## config.mk

```make
export PLATFORM = sky130hd
export DESIGN_NAME = sprite_mask_rle_row_decoder_core
export DESIGN_NICKNAME = d
export VERILOG_FILES = /design/src/rtl/smrd_pkg.sv /design/src/rtl/smrd_front.sv /design/src/rtl/smrd_queue.sv /design/src/rtl/smrd_back.sv /design/src/rtl/sprite_mask_rle_row_decoder_core.sv
export SDC_FILE = /design/constraint.sdc
export NUM_CORES = 1
export LEC_CHECK = 0
export ABC_AREA = 0
export BUFFER_PORTS_ARGS = -buffer_cell sky130_fd_sc_hd__buf_2
export CAP_MARGIN = 25
export CORE_MARGIN = 2
export CORE_UTILIZATION = 45
export DETAILED_ROUTE_END_ITERATION = 8
export PLACE_DENSITY = 0.76
export SLEW_MARGIN = 20
export SYNTH_ARGS = -nofsm -noshare
export SYNTH_HDL_FRONTEND = slang
export SYNTH_SLANG_ARGS = --single-unit
```

## constraint.sdc

```tcl
create_clock -name clk_i -period 5.6 [get_ports clk_i]
set_input_delay 1.12 -clock clk_i [delete_from_list [all_inputs] [get_ports clk_i]]
set_output_delay 1.12 -clock clk_i [all_outputs]
set_load 0.01 [all_outputs]
```

## src/rtl/smrd_pkg.sv

```systemverilog
// Shared types and constants for the sprite mask run-length row decoder.
`timescale 1ns / 1ps
package smrd_pkg;

  localparam int unsigned SpaceW = 16;
  localparam int unsigned WidthW = 16;
  localparam int unsigned ByteW  = 8;
  localparam int unsigned CountW = 7;
  localparam int unsigned CfgIdxW = 2;

  localparam logic [SpaceW-1:0] BlankRowMark = 16'hFFFF;
  localparam logic [ByteW-1:0]  FullGray     = 8'hFF;
  localparam logic [ByteW-1:0]  ZeroGray     = 8'h00;

  typedef enum logic [1:0] {
    OP_LAYER_START = 2'd0,
    OP_ROW_BEGIN   = 2'd1,
    OP_STREAM_BYTE = 2'd2,
    OP_UNUSED      = 2'd3
  } op_e;

  typedef enum logic [1:0] {
    CMD_BG_RUN  = 2'b00,
    CMD_DRAW    = 2'b01,
    CMD_BAD     = 2'b10,
    CMD_END_ROW = 2'b11
  } cmd_e;

  typedef enum logic [1:0] {
    KIND_LAYER     = 2'd0,
    KIND_ROW       = 2'd1,
    KIND_BLANK_ROW = 2'd2,
    KIND_BYTE      = 2'd3
  } kind_e;

  typedef enum logic [CfgIdxW-1:0] {
    REG_LAYER_WIDTH = 2'd0,
    REG_LAYER_KIND  = 2'd1
  } reg_idx_e;

  typedef struct packed {
    kind_e              kind;
    logic [SpaceW-1:0]  left_space;
    logic [SpaceW-1:0]  right_space;
    logic [ByteW-1:0]   data_byte;
    cmd_e               cmd;
    logic [CountW-1:0]  count;
  } item_t;

  typedef struct packed {
    logic [ByteW-1:0]  fill_value;
    logic [WidthW-1:0] run_length;
    logic              row_done;
    logic              width_mismatch;
    logic              bad_code;
  } result_t;

endpackage

```

## src/rtl/smrd_front.sv

```systemverilog
// Front end: accepts items and classifies them for the execution queue.
`timescale 1ns / 1ps
module smrd_front (
  input  logic                          in_valid_i,
  output logic                          in_stall_o,
  input  logic [1:0]                    op_i,
  input  logic [smrd_pkg::SpaceW-1:0]   left_space_i,
  input  logic [smrd_pkg::SpaceW-1:0]   right_space_i,
  input  logic [smrd_pkg::ByteW-1:0]    data_byte_i,
  input  logic                          q_full_i,
  output logic                          q_push_o,
  output smrd_pkg::item_t               q_item_o
);

  logic blank_row;

  assign in_stall_o = q_full_i;
  assign blank_row  = (left_space_i == smrd_pkg::BlankRowMark) ||
                      (right_space_i == smrd_pkg::BlankRowMark);

  always_comb begin
    q_item_o.left_space  = left_space_i;
    q_item_o.right_space = right_space_i;
    q_item_o.data_byte   = data_byte_i;
    q_item_o.cmd         = smrd_pkg::cmd_e'(data_byte_i[1:0]);
    q_item_o.count       = {1'b0, data_byte_i[7:2]} + 7'd1;
    q_item_o.kind        = smrd_pkg::KIND_LAYER;
    q_push_o             = 1'b0;
    case (smrd_pkg::op_e'(op_i))
      smrd_pkg::OP_LAYER_START: begin
        q_item_o.kind = smrd_pkg::KIND_LAYER;
        q_push_o      = in_valid_i && !q_full_i;
      end
      smrd_pkg::OP_ROW_BEGIN: begin
        q_item_o.kind = blank_row ? smrd_pkg::KIND_BLANK_ROW : smrd_pkg::KIND_ROW;
        q_push_o      = in_valid_i && !q_full_i;
      end
      smrd_pkg::OP_STREAM_BYTE: begin
        q_item_o.kind = smrd_pkg::KIND_BYTE;
        q_push_o      = in_valid_i && !q_full_i;
      end
      default: begin
        q_push_o = 1'b0;
      end
    endcase
  end

endmodule

```

## src/rtl/smrd_queue.sv

```systemverilog
// Two-entry queue of classified items between front and back.
`timescale 1ns / 1ps
module smrd_queue (
  input  logic             clk_i,
  input  logic             rst_ni,
  input  logic             push_i,
  input  smrd_pkg::item_t  item_i,
  output logic             full_o,
  output logic             valid_o,
  input  logic             pop_i,
  output smrd_pkg::item_t  item_o
);

  localparam int unsigned Depth = 2;
  localparam int unsigned PtrW  = $clog2(Depth);

  smrd_pkg::item_t         mem_q [Depth];
  logic [PtrW-1:0]         wr_ptr_q, wr_ptr_d;
  logic [PtrW-1:0]         rd_ptr_q, rd_ptr_d;
  logic [PtrW:0]           count_q, count_d;

  assign full_o  = (count_q == (PtrW+1)'(Depth));
  assign valid_o = (count_q != '0);
  assign item_o  = mem_q[rd_ptr_q];

  always_comb begin
    wr_ptr_d = push_i ? wr_ptr_q + 1'b1 : wr_ptr_q;
    rd_ptr_d = pop_i ? rd_ptr_q + 1'b1 : rd_ptr_q;
    count_d  = count_q;
    if (push_i && !pop_i) begin
      count_d = count_q + 1'b1;
    end else if (pop_i && !push_i) begin
      count_d = count_q - 1'b1;
    end
  end

  always_ff @(posedge clk_i or negedge rst_ni) begin
    if (!rst_ni) begin
      wr_ptr_q <= '0;
      rd_ptr_q <= '0;
      count_q  <= '0;
    end else begin
      wr_ptr_q <= wr_ptr_d;
      rd_ptr_q <= rd_ptr_d;
      count_q  <= count_d;
    end
  end

  always_ff @(posedge clk_i) begin
    if (push_i) begin
      mem_q[wr_ptr_q] <= item_i;
    end
  end

endmodule

```

## src/rtl/smrd_back.sv

```systemverilog
// Back end: row state, run generation and the output register.
`timescale 1ns / 1ps
module smrd_back #(
  parameter int unsigned COLUMN_BITS = 16
) (
  input  logic                          clk_i,
  input  logic                          rst_ni,
  input  logic                          cfg_we_i,
  input  logic [smrd_pkg::CfgIdxW-1:0]  cfg_idx_i,
  input  logic [smrd_pkg::WidthW-1:0]   cfg_wdata_i,
  input  logic                          q_valid_i,
  input  smrd_pkg::item_t               q_item_i,
  output logic                          q_pop_o,
  output logic                          out_valid_o,
  input  logic                          out_stall_i,
  output smrd_pkg::result_t             out_res_o
);

  localparam int unsigned SumW = smrd_pkg::WidthW + 1;
  localparam logic [SumW-1:0] ColMax = SumW'((32'd1 << COLUMN_BITS) - 32'd1);

  logic [smrd_pkg::WidthW-1:0]  width_q;
  logic                         kind_q;

  logic [smrd_pkg::CountW-1:0]  pbl_q, pbl_d;
  logic [COLUMN_BITS-1:0]       column_q, column_d;
  logic [smrd_pkg::SpaceW-1:0]  right_edge_q, right_edge_d;
  logic                         row_open_q, row_open_d;
  logic                         err_q, err_d;

  logic                         out_valid_q;
  smrd_pkg::result_t            out_res_q;

  logic                         emit;
  smrd_pkg::result_t            res;
  logic [smrd_pkg::ByteW-1:0]   bg;
  logic [smrd_pkg::WidthW-1:0]  col16;
  logic [SumW-1:0]              adv_base;
  logic [smrd_pkg::WidthW-1:0]  adv_n;
  logic [SumW-1:0]              adv_sum;
  logic [COLUMN_BITS-1:0]       adv_col;
  logic [SumW-1:0]              edge_sum;
  logic                         mis;
  logic [smrd_pkg::WidthW-1:0]  fill_len;

  assign q_pop_o     = q_valid_i && (!out_valid_q || !out_stall_i);
  assign out_valid_o = out_valid_q;
  assign out_res_o   = out_res_q;

  assign bg       = kind_q ? smrd_pkg::ZeroGray : smrd_pkg::FullGray;
  assign col16    = smrd_pkg::WidthW'(column_q);
  assign edge_sum = SumW'(col16) + SumW'(right_edge_q);
  assign fill_len = (width_q > col16) ? width_q - col16 : '0;

  always_comb begin
    mis = (edge_sum != SumW'(width_q));
    if (!kind_q && (edge_sum + SumW'(1) == SumW'(width_q))) begin
      mis = 1'b0;
    end
  end

  always_comb begin
    adv_base = SumW'(col16);
    adv_n    = smrd_pkg::WidthW'(q_item_i.count);
    case (q_item_i.kind)
      smrd_pkg::KIND_ROW: begin
        adv_base = '0;
        adv_n    = q_item_i.left_space;
      end
      smrd_pkg::KIND_BYTE: begin
        if (q_item_i.cmd == smrd_pkg::CMD_END_ROW) begin
          adv_n = fill_len;
        end
      end
      default: begin
        adv_n = smrd_pkg::WidthW'(q_item_i.count);
      end
    endcase
    adv_sum = adv_base + SumW'(adv_n);
    adv_col = (adv_sum > ColMax) ? ColMax[COLUMN_BITS-1:0] : adv_sum[COLUMN_BITS-1:0];
  end

  always_comb begin
    pbl_d        = pbl_q;
    column_d     = column_q;
    right_edge_d = right_edge_q;
    row_open_d   = row_open_q;
    err_d        = err_q;
    emit         = 1'b0;
    res          = '0;
    res.fill_value = bg;
    if (q_pop_o) begin
      if (q_item_i.kind == smrd_pkg::KIND_LAYER) begin
        pbl_d        = '0;
        column_d     = '0;
        right_edge_d = '0;
        row_open_d   = 1'b0;
        err_d        = 1'b0;
      end else if (!err_q) begin
        case (q_item_i.kind)
          smrd_pkg::KIND_BLANK_ROW: begin
            pbl_d          = '0;
            row_open_d     = 1'b0;
            column_d       = '0;
            right_edge_d   = '0;
            emit           = 1'b1;
            res.run_length = width_q;
            res.row_done   = 1'b1;
          end
          smrd_pkg::KIND_ROW: begin
            pbl_d          = '0;
            row_open_d     = 1'b1;
            right_edge_d   = q_item_i.right_space;
            column_d       = adv_col;
            emit           = (q_item_i.left_space != '0);
            res.run_length = q_item_i.left_space;
          end
          smrd_pkg::KIND_BYTE: begin
            if (row_open_q) begin
              if (pbl_q != '0) begin
                pbl_d          = pbl_q - 1'b1;
                emit           = 1'b1;
                res.fill_value = ~q_item_i.data_byte;
                res.run_length = smrd_pkg::WidthW'(1);
              end else begin
                case (q_item_i.cmd)
                  smrd_pkg::CMD_BG_RUN: begin
                    column_d       = adv_col;
                    emit           = 1'b1;
                    res.run_length = smrd_pkg::WidthW'(q_item_i.count);
                  end
                  smrd_pkg::CMD_DRAW: begin
                    column_d       = adv_col;
                    res.fill_value = smrd_pkg::FullGray;
                    res.run_length = smrd_pkg::WidthW'(q_item_i.count);
                    if (!kind_q) begin
                      pbl_d = q_item_i.count;
                    end else begin
                      emit = 1'b1;
                    end
                  end
                  smrd_pkg::CMD_BAD: begin
                    err_d          = 1'b1;
                    row_open_d     = 1'b0;
                    pbl_d          = '0;
                    emit           = 1'b1;
                    res.fill_value = smrd_pkg::ZeroGray;
                    res.row_done   = 1'b1;
                    res.bad_code   = 1'b1;
                  end
                  default: begin
                    row_open_d         = 1'b0;
                    column_d           = adv_col;
                    emit               = 1'b1;
                    res.run_length     = fill_len;
                    res.row_done       = 1'b1;
                    res.width_mismatch = mis;
                  end
                endcase
              end
            end
          end
          default: begin
            emit = 1'b0;
          end
        endcase
      end
    end
  end

  always_ff @(posedge clk_i or negedge rst_ni) begin
    if (!rst_ni) begin
      width_q      <= '0;
      kind_q       <= 1'b0;
      pbl_q        <= '0;
      column_q     <= '0;
      right_edge_q <= '0;
      row_open_q   <= 1'b0;
      err_q        <= 1'b0;
      out_valid_q  <= 1'b0;
    end else begin
      if (cfg_we_i && (cfg_idx_i == smrd_pkg::REG_LAYER_WIDTH)) begin
        width_q <= cfg_wdata_i;
      end
      if (cfg_we_i && (cfg_idx_i == smrd_pkg::REG_LAYER_KIND)) begin
        kind_q <= cfg_wdata_i[0];
      end
      pbl_q        <= pbl_d;
      column_q     <= column_d;
      right_edge_q <= right_edge_d;
      row_open_q   <= row_open_d;
      err_q        <= err_d;
      if (q_pop_o) begin
        out_valid_q <= emit;
      end else if (!out_stall_i) begin
        out_valid_q <= 1'b0;
      end
    end
  end

  always_ff @(posedge clk_i) begin
    if (q_pop_o && emit) begin
      out_res_q <= res;
    end
  end

endmodule

```

## src/rtl/sprite_mask_rle_row_decoder_core.sv

```systemverilog
// Top level of the sprite mask run-length row decoder.
//
//   channel  direction  handshake             payload
//   in       input      in_valid_i/in_stall_o  op, left_space, right_space, data_byte
//   out      output     out_valid_o/out_stall_i fill_value, run_length, row_done,
//                                             width_mismatch, bad_code
//   cfg      input      cfg_we_i               cfg_idx_i, cfg_wdata_i
//
// One item per cycle while the queue has room; each result is registered in the
// output register. The back end executes one queued item per cycle unless stalled.
// A two-entry queue holds up to two items while the output stalls.
// Reset clears all row state, the configuration registers and the queue.
`timescale 1ns / 1ps
module sprite_mask_rle_row_decoder_core #(
  parameter int unsigned COLUMN_BITS = 16
) (
  input  logic                          clk_i,
  input  logic                          rst_ni,
  input  logic                          cfg_we_i,
  input  logic [smrd_pkg::CfgIdxW-1:0]  cfg_idx_i,
  input  logic [smrd_pkg::WidthW-1:0]   cfg_wdata_i,
  input  logic                          in_valid_i,
  output logic                          in_stall_o,
  input  logic [1:0]                    op_i,
  input  logic [smrd_pkg::SpaceW-1:0]   left_space_i,
  input  logic [smrd_pkg::SpaceW-1:0]   right_space_i,
  input  logic [smrd_pkg::ByteW-1:0]    data_byte_i,
  output logic                          out_valid_o,
  input  logic                          out_stall_i,
  output logic [smrd_pkg::ByteW-1:0]    fill_value_o,
  output logic [smrd_pkg::WidthW-1:0]   run_length_o,
  output logic                          row_done_o,
  output logic                          width_mismatch_o,
  output logic                          bad_code_o
);

  logic               q_full;
  logic               q_push;
  logic               q_valid;
  logic               q_pop;
  smrd_pkg::item_t    push_item;
  smrd_pkg::item_t    head_item;
  smrd_pkg::result_t  res;

  smrd_front u_front (
    .in_valid_i    (in_valid_i),
    .in_stall_o    (in_stall_o),
    .op_i          (op_i),
    .left_space_i  (left_space_i),
    .right_space_i (right_space_i),
    .data_byte_i   (data_byte_i),
    .q_full_i      (q_full),
    .q_push_o      (q_push),
    .q_item_o      (push_item)
  );

  smrd_queue u_queue (
    .clk_i   (clk_i),
    .rst_ni  (rst_ni),
    .push_i  (q_push),
    .item_i  (push_item),
    .full_o  (q_full),
    .valid_o (q_valid),
    .pop_i   (q_pop),
    .item_o  (head_item)
  );

  smrd_back #(
    .COLUMN_BITS (COLUMN_BITS)
  ) u_back (
    .clk_i       (clk_i),
    .rst_ni      (rst_ni),
    .cfg_we_i    (cfg_we_i),
    .cfg_idx_i   (cfg_idx_i),
    .cfg_wdata_i (cfg_wdata_i),
    .q_valid_i   (q_valid),
    .q_item_i    (head_item),
    .q_pop_o     (q_pop),
    .out_valid_o (out_valid_o),
    .out_stall_i (out_stall_i),
    .out_res_o   (res)
  );

  assign fill_value_o     = res.fill_value;
  assign run_length_o     = res.run_length;
  assign row_done_o       = res.row_done;
  assign width_mismatch_o = res.width_mismatch;
  assign bad_code_o       = res.bad_code;

endmodule

```

==> flow_summary_export.csv, run 1 <==
group,metric,value,unit
outcome,status,"finished clean",
sta,fin_ws,407.5,ps
logic_synthesis,synthesis.instances,1068,
clocking,root_buffer,"clkbuf_16",
drt,drc_errors,0,
placed_design,dp_hpwl,21320,um
worst_setup_path,criticalPathCategory,"flip-flop to flip-flop",
clocking,cts_sinks,188,
drt,drt-total-wl,28190,um
drt,drtIter0Drc,604,
clocking,cts_tree,"built",
pwr,vdd_drop_max,254.2,uV
clocking,post-cts-setup-buffers,0,
cells_and_area,drive_above_1_share,17.80,%
placed_design,gp_congestion,0.8808,
logic_synthesis,synth_area,0.01125,mm^2
sta,final_hold_viol_count,0,
worst_setup_path,r2r_cells,26,
sta,period_minus_slack,5193,ps
placed_design,pre_cts_ws,70.17,ps
hold_path,worstHoldStart,"u_back.right_edge_q[10]$_DFFE_PN0P_",
sta,skew,13.09,ps
worst_setup_path,crit_start,"u_back.width_q[0]$_DFFE_PN0P_",
drt,viasPerCell,5.827,
logic_synthesis,ys_seq_area_share,47.38,%
sta,setup_viol_count_final,0,
global_route,overflow,0,
drt,vias,8770,
die,io_pins,94,
pwr,leakagePower,5.306,nW
cells_and_area,fillCellCount,2112,
sta,finalCritPeriodShare,92.72,%
cells_and_area,syn_to_final_growth,13.97,%
die,die_x,162.1,um
sta,slew_violations,0,
hold_path,hp-class,"flip-flop to flip-flop",
cells_and_area,nNetsFinal,1301,
die,num_rows,57,
global_route,grt_use_total,21.56,%
die,initial_utilization,45.99,%
logic_synthesis,ys_types,81,
logic_synthesis,ys.flop_type,"edfxtp_1",
worst_setup_path,timing.rr.start,"u_back.width_q[0]$_DFFE_PN0P_",
die,core_area,0.02446,mm^2
global_route,grt_pass1_wl,44710,um
worst_setup_path,cp.arrival,5500,ps
logic_synthesis,synth_area_leader_cell,"edfxtp_1",
sta,clock.fmax,0.1926,GHz
worst_setup_path,critPathCaptureType,"flip-flop",
worst_setup_path,crit_required,5910,ps
logic_synthesis,synth_seq_cells,188,
drt,routedWlPerCell,18.73,um
die,die-height,162.1,um
logic_synthesis,synth-edff-count,125,
logic_synthesis,synth.top_cell.area_share,33.37,%
clocking,numCtsBuffers,17,
placed_design,io_buffers,93,
pwr,finalPower,7.084,mW
job,maxCapViolCount,0,
die,dieArea,0.02628,mm^2
clocking,insertion_delay,440,ps
global_route,grt_max_degree,64,
clocking,cts_buffer_depth,2,
pwr,p_per_area,552.5,mW/mm^2
logic_synthesis,netlist_top_cells_area,"edfxtp_1, dfrtp_1, ha_1",
global_route,first_global_vias,8588,
clocking,ctsHoldBuffers,0,
logic_synthesis,yosys_warnings,0,
logic_synthesis,synth-async-reset-ratio,33.51,%
worst_setup_path,path_max_fanout,16,
sta,slew_headroom,30.47,%
hold_path,hold_depth,2,
sta,timing.hold.ws,493.6,ps
drt,antenna_left,0,
logic_synthesis,syn_nets,1202,
clocking,clkTransAtPathRegs,80,ps
logic_synthesis,syn_avg_cell_area,10.53,um^2
clocking,cts_max_level,4,
sta,max_slew.worst_pin.slew,1035,ps
global_route,antenna_found_initial,1,
drt,firstDrtPassIters,6,
clocking,post_cts_resized,0,
worst_setup_path,critPathLaunchType,"flip-flop",
## routing by layer
layer / part of all wire (%) / global-route usage (%) / up-vias
li1: - / - / 4180
met1: 43 / 27.82 / 4233
met2: 50 / 37.52 / 316
met3: 5.7 / 3.550 / 41
met4: 2.0 / 6.154 / 0
met5: 0 / 0 / -
## critical path: stages, from the launching register on
cell and delay, ps:
dfrtp_1 410, inv_1 90, ha_1 170, inv_1 60, fa_1 460, a21o_1 190
a21oi_2 180, o21bai_1 100, a21oi_2 180, o21bai_1 80, a21o_1 200, buf_4 160
o21a_1 200, nand2_1 60, a21oi_1 60, a221o_1 340, ha_1 330, a21oi_1 200
a21boi_1 110, o21ai_1 140, nand2b_1 90, a311o_1 340, a31oi_2 200, o21ai_1 120
a31o_4 300, a22oi_1 160, o21ai_0 120
## cell families (layout without fill, tap and decap cells)
kind of cell	count (synthesis)	after routing	share of synthesized area, %
fa+ha+maj	69	69	7.875
buf+inv	90	202	3.036
xor+xnor	69	69	5.506
flops	188	188	47.38
other cells	0	1	0
simple gates	327	327	14.20
compound gates	260	260	15.87
mux	65	65	6.128
## placed cells by master, fill, tap and decap left out, types with 31 or more instances in the layout
master | synthesis | final
nand2_1 | 109 | 109
dfrtp_1 | 63 | 62
inv_1 | 51 | 51
nor2_1 | 72 | 72
mux2i_1 | 34 | 34
xnor2_1 | 45 | 45
ha_1 | 66 | 65
edfxtp_1 | 125 | 125
o21ai_0 | 63 | 59
a21oi_1 | 52 | 50
mux2_2 | 31 | 31
buf_2 | 3 | 93
## synth_stat cells, drive strengths merged (26+ instances only)
cell type / instances
edfxtp: 125
nand2: 109
nor2: 72
o21ai: 67
ha: 66
dfrtp: 63
a21oi: 53
inv: 52
xnor2: 46
mux2i: 34
mux2: 31
clkbuf: 26
## power by group
group	leakage, nW	internal, mW	switching (mW)	total, mW
clock network	0.293	0.640	0.589	1.23
registers	1.98	1.92	0.266	2.18
logic	3.03	1.41	2.26	3.67
## flip-flops by register name, indices dropped and copies added (netlist names), 2 cells and up
register / flops
u_back.col16: 16
u_back.out_res_o: 27
u_back.pbl_q: 7
u_back.right_edge_q: 16
u_back.width_q: 16
u_queue.count_q: 2
u_queue.mem_q: 98
## per-stage QoR
step,utilization (%),TNS [ps],area [um^2],std cells
after floorplan,-,0,11250,1068
after global placement,49.83,0,12190,1472
after detailed placement,49.83,0,12190,1472
after CTS,52.28,0,12790,1504
after global routing,52.40,-47.82,12820,1504
final,52.41,0,12820,1505
## cell type report
| class | instances | area, um^2 | share of cell area (%) |
|---|---|---|---|
| timing repair buffer | 118 | 653.1 | 5.094 |
| inverter | 52 | 195.2 | 1.522 |
| clock buffer | 17 | 425.4 | 3.318 |
| tap | 324 | 405.4 | 3.162 |
| clock inverter | 15 | 175.2 | 1.366 |
| antenna | 1 | 2.502 | 0.01952 |
| multi-input combinational | 790 | 5633 | 43.93 |
| sequential | 188 | 5331 | 41.58 |
## worst paths after layout
check                                                           end  slack, ps
worst max-delay path                   u_back.col16[13]$_DFFE_PN0P_        410
worst min-delay path            u_back.right_edge_q[10]$_DFFE_PN0P_        490
worst max register to register         u_back.col16[13]$_DFFE_PN0P_        410
worst min register to register  u_back.right_edge_q[10]$_DFFE_PN0P_        490
max in group asynchronous              u_queue.rd_ptr_q$_DFFE_PN0P_       4100
min in group asynchronous             u_back.width_q[7]$_DFFE_PN0P_        850
(Power assumes the default switching activity.)
==> inputs of run 2 (changes only) <==
Settings changed: CORE_UTILIZATION 45 to 55, PLACE_DENSITY 0.76 to 0.88.
==> run 2 against run 1 <==
Sequential cell count stayed put. Design area decreased by 0.29%. Count of clock-buffer cells in the layout increased by 1. Clock power about the same. Final cell count is 3.6% lower. Register-to-register slack worse by 120 ps. Via count is 2.3% higher. Die area fell by 18%. Non-clock buffer count rose by 1. Sequential share of layout area rose by 0.12 points. Worst setup slack lost 120 ps.
==> flow_summary_export.csv, run 2 (same netlist as run 1, synthesis figures left out) <==
group,metric,value,unit
cells_and_area,final_cell_mix,"edfxtp_1, nand2_1, buf_2, nor2_1, ha_1",
sta,setup_viol_count_final,0,
sta,clock.fmax,0.1882,GHz
clocking,numCtsBuffers,17,
worst_setup_path,timing.rr.start,"u_back.width_q[0]$_DFFE_PN0P_",
drt,vias,8973,
pwr,power_switching,3.123,mW
clocking,clkTransAtPathRegs,70,ps
clocking,root_buffer,"clkbuf_16",
clocking,cts_buffer_depth,2,
outcome,status,"finished clean",
cells_and_area,fillCellCount,1585,
cells_and_area,final_common_cell,"edfxtp_1",
global_route,grt_max_degree,64,
cells_and_area,drive_above_1_share,17.78,%
pwr,pwr-share-clk,17.6,%
pwr,p_per_area,558.3,mW/mm^2
worst_setup_path,r2r_cells,26,
sta,slew_violations,0,
drt,drt-total-wl,28070,um
worst_setup_path,crit_required,5900,ps
sta,timing.hold.ws,491.0,ps
worst_setup_path,rr_endpoint,"u_back.col16[13]$_DFFE_PN0P_",
cells_and_area,antenna_cells,0,
worst_setup_path,critPathCaptureType,"flip-flop",
hold_path,holdPathEnd,"u_back.right_edge_q[2]$_DFFE_PN0P_",
cells_and_area,regMostFlops,"u_queue.mem_q",
global_route,antenna_found_initial,0,
pwr,intPower,4.013,mW
worst_setup_path,cp.arrival,5620,ps
cells_and_area,largest_reg_flops,98,
worst_setup_path,worst-r2r-setup-slack,290,ps
die,core_area,0.02017,mm^2
hold_path,hold_depth,2,
cells_and_area,syn_to_final_growth,13.64,%
sta,max_slew.worst_pin.slew,881.6,ps
drt,viasPerCell,6.184,
hold_path,worstHoldStart,"u_back.right_edge_q[2]$_DFFE_PN0P_",
pwr,leakagePower,5.320,nW
worst_setup_path,path_max_fanout,16,
die,io_pins,94,
drt,antenna_left,0,
cells_and_area,nNetsFinal,1302,
cells_and_area,multiInputGateArea,0.005633,mm^2
die,initial_utilization,55.78,%
sta,tns,0,ps
sta,skew,17.69,ps
job,maxCapViolCount,0,
clocking,cts_tree,"built",
global_route,overflow,0,
placed_design,dp_hpwl,20840,um
drt,drc_errors,0,
pwr,netSwitchingFraction,43.77,%
die,dieArea,0.02161,mm^2
worst_setup_path,critPathLaunchType,"flip-flop",
global_route,grt_use_total,26.42,%
pwr,seq_power_share,30.3,%
drt,drtIter0Drc,693,
die,die-height,147.0,um
hold_path,hp-class,"flip-flop to flip-flop",
die,die_x,147.0,um
placed_design,gp_congestion,0.9496,
pwr,p_comb_share,52.1,%
global_route,grt_pass1_wl,45150,um
placed_design,io_buffers,93,
die,num_rows,52,
pwr,vdd_drop_max,296.6,uV
clocking,cts_sinks,188,
global_route,first_global_vias,8850,
clocking,insertion_delay,440,ps
sta,final_hold_viol_count,0,
worst_setup_path,criticalPathCategory,"flip-flop to flip-flop",
sta,period_minus_slack,5313,ps
cells_and_area,regArea,0.005331,mm^2
sta,finalCritPeriodShare,94.88,%
cells_and_area,final_core_util,63.38,%
drt,routedWlPerCell,19.34,um
clocking,cts_max_level,4,
sta,slew_headroom,40.68,%
drt,firstDrtPassIters,6,
[run 2: cell types whose count changed in the layout (fill, tap and decap cells not counted), sizes merged]
cell | before | now
clkinv | 6 | 5
bufinv | 1 | 2
buf | 118 | 119
inv | 59 | 58
clkbuf | 17 | 18
diode | 1 | 0
[run 2: timing repair]
item,CTS,global route
resized for setup,0,8
buffers inserted,0,2
setup endpoints to repair,0,16
hold buffers,0,0
[run 2: metrics by stage]
step / setup slack (ps) / std cells / total power [mW] / instance area, um^2
after detailed placement: 102.7 / 1416 / 5.770 / 12110
final: 286.9 / 1451 / 7.136 / 12780
after floorplan: 309.5 / 1068 / 4.801 / 11250
after global routing: -33.66 / 1451 / 7.604 / 12780
after global placement: 272.7 / 1416 / 5.667 / 12110
after CTS: 38.95 / 1448 / 7.055 / 12730
[run 2: critical path, stage by stage (launching register included)]
cell and delay (ps):
dfrtp_1 420, inv_1 90, ha_1 160, inv_1 60, fa_1 460, a21o_1 190, a21oi_2 170, o21bai_1 90
a21oi_2 180, o21bai_1 80, a21o_1 190, o21ai_1 190, nor3_1 80, o21ai_0 150, o311ai_0 150, ha_2 240
fa_1 410, nand3_1 130, a21boi_0 120, o21ai_0 180, nand2b_1 130, a311o_1 360, a31oi_2 230, o21ai_1 120
a31o_4 300, a22oi_1 180, o21ai_0 100
[run 2: metal layers]
layer	track usage (%)	vias up	part of all wire, %
met4	9.663	0	2.9
met5	0	-	0
met2	44.18	398	49
li1	-	4186	-
met1	34.33	4321	41
met3	5.404	68	7.6
[run 2: worst max-delay path by stage]
stage          cells past startpoint                          start                      endpoint
2_1_floorplan                     27  u_back.width_q[0]$_DFFE_PN0P_  u_back.col16[10]$_DFFE_PN0P_
3_3_place_gp                      26  u_back.width_q[0]$_DFFE_PN0P_  u_back.col16[15]$_DFFE_PN0P_
3_5_place_dp                      26  u_back.width_q[0]$_DFFE_PN0P_  u_back.col16[13]$_DFFE_PN0P_
4_1_cts                           26  u_back.width_q[0]$_DFFE_PN0P_  u_back.col16[13]$_DFFE_PN0P_
5_1_grt                           26  u_back.width_q[0]$_DFFE_PN0P_  u_back.col16[13]$_DFFE_PN0P_
6_report                          26  u_back.width_q[0]$_DFFE_PN0P_  u_back.col16[13]$_DFFE_PN0P_
[run 2: area by class of cell]
cell class	instances	area share, %
Clock buffer	18	3.357
Sequential cell	188	41.71
Clock inverter	14	1.556
Inverter	52	1.527
Multi-Input combinational cell	790	44.06
Tap cell	270	2.643
Timing Repair Buffer	119	5.148
[run 2: power groups by stage]
stage	logic [mW]	clock network (mW)	registers, mW
2_1_floorplan	2.66	0	2.14
3_3_place_gp	3.51	0	2.16
3_5_place_dp	3.59	0	2.18
4_1_cts	3.63	1.27	2.15
5_1_grt	4.10	1.32	2.19
6_report	3.72	1.26	2.16
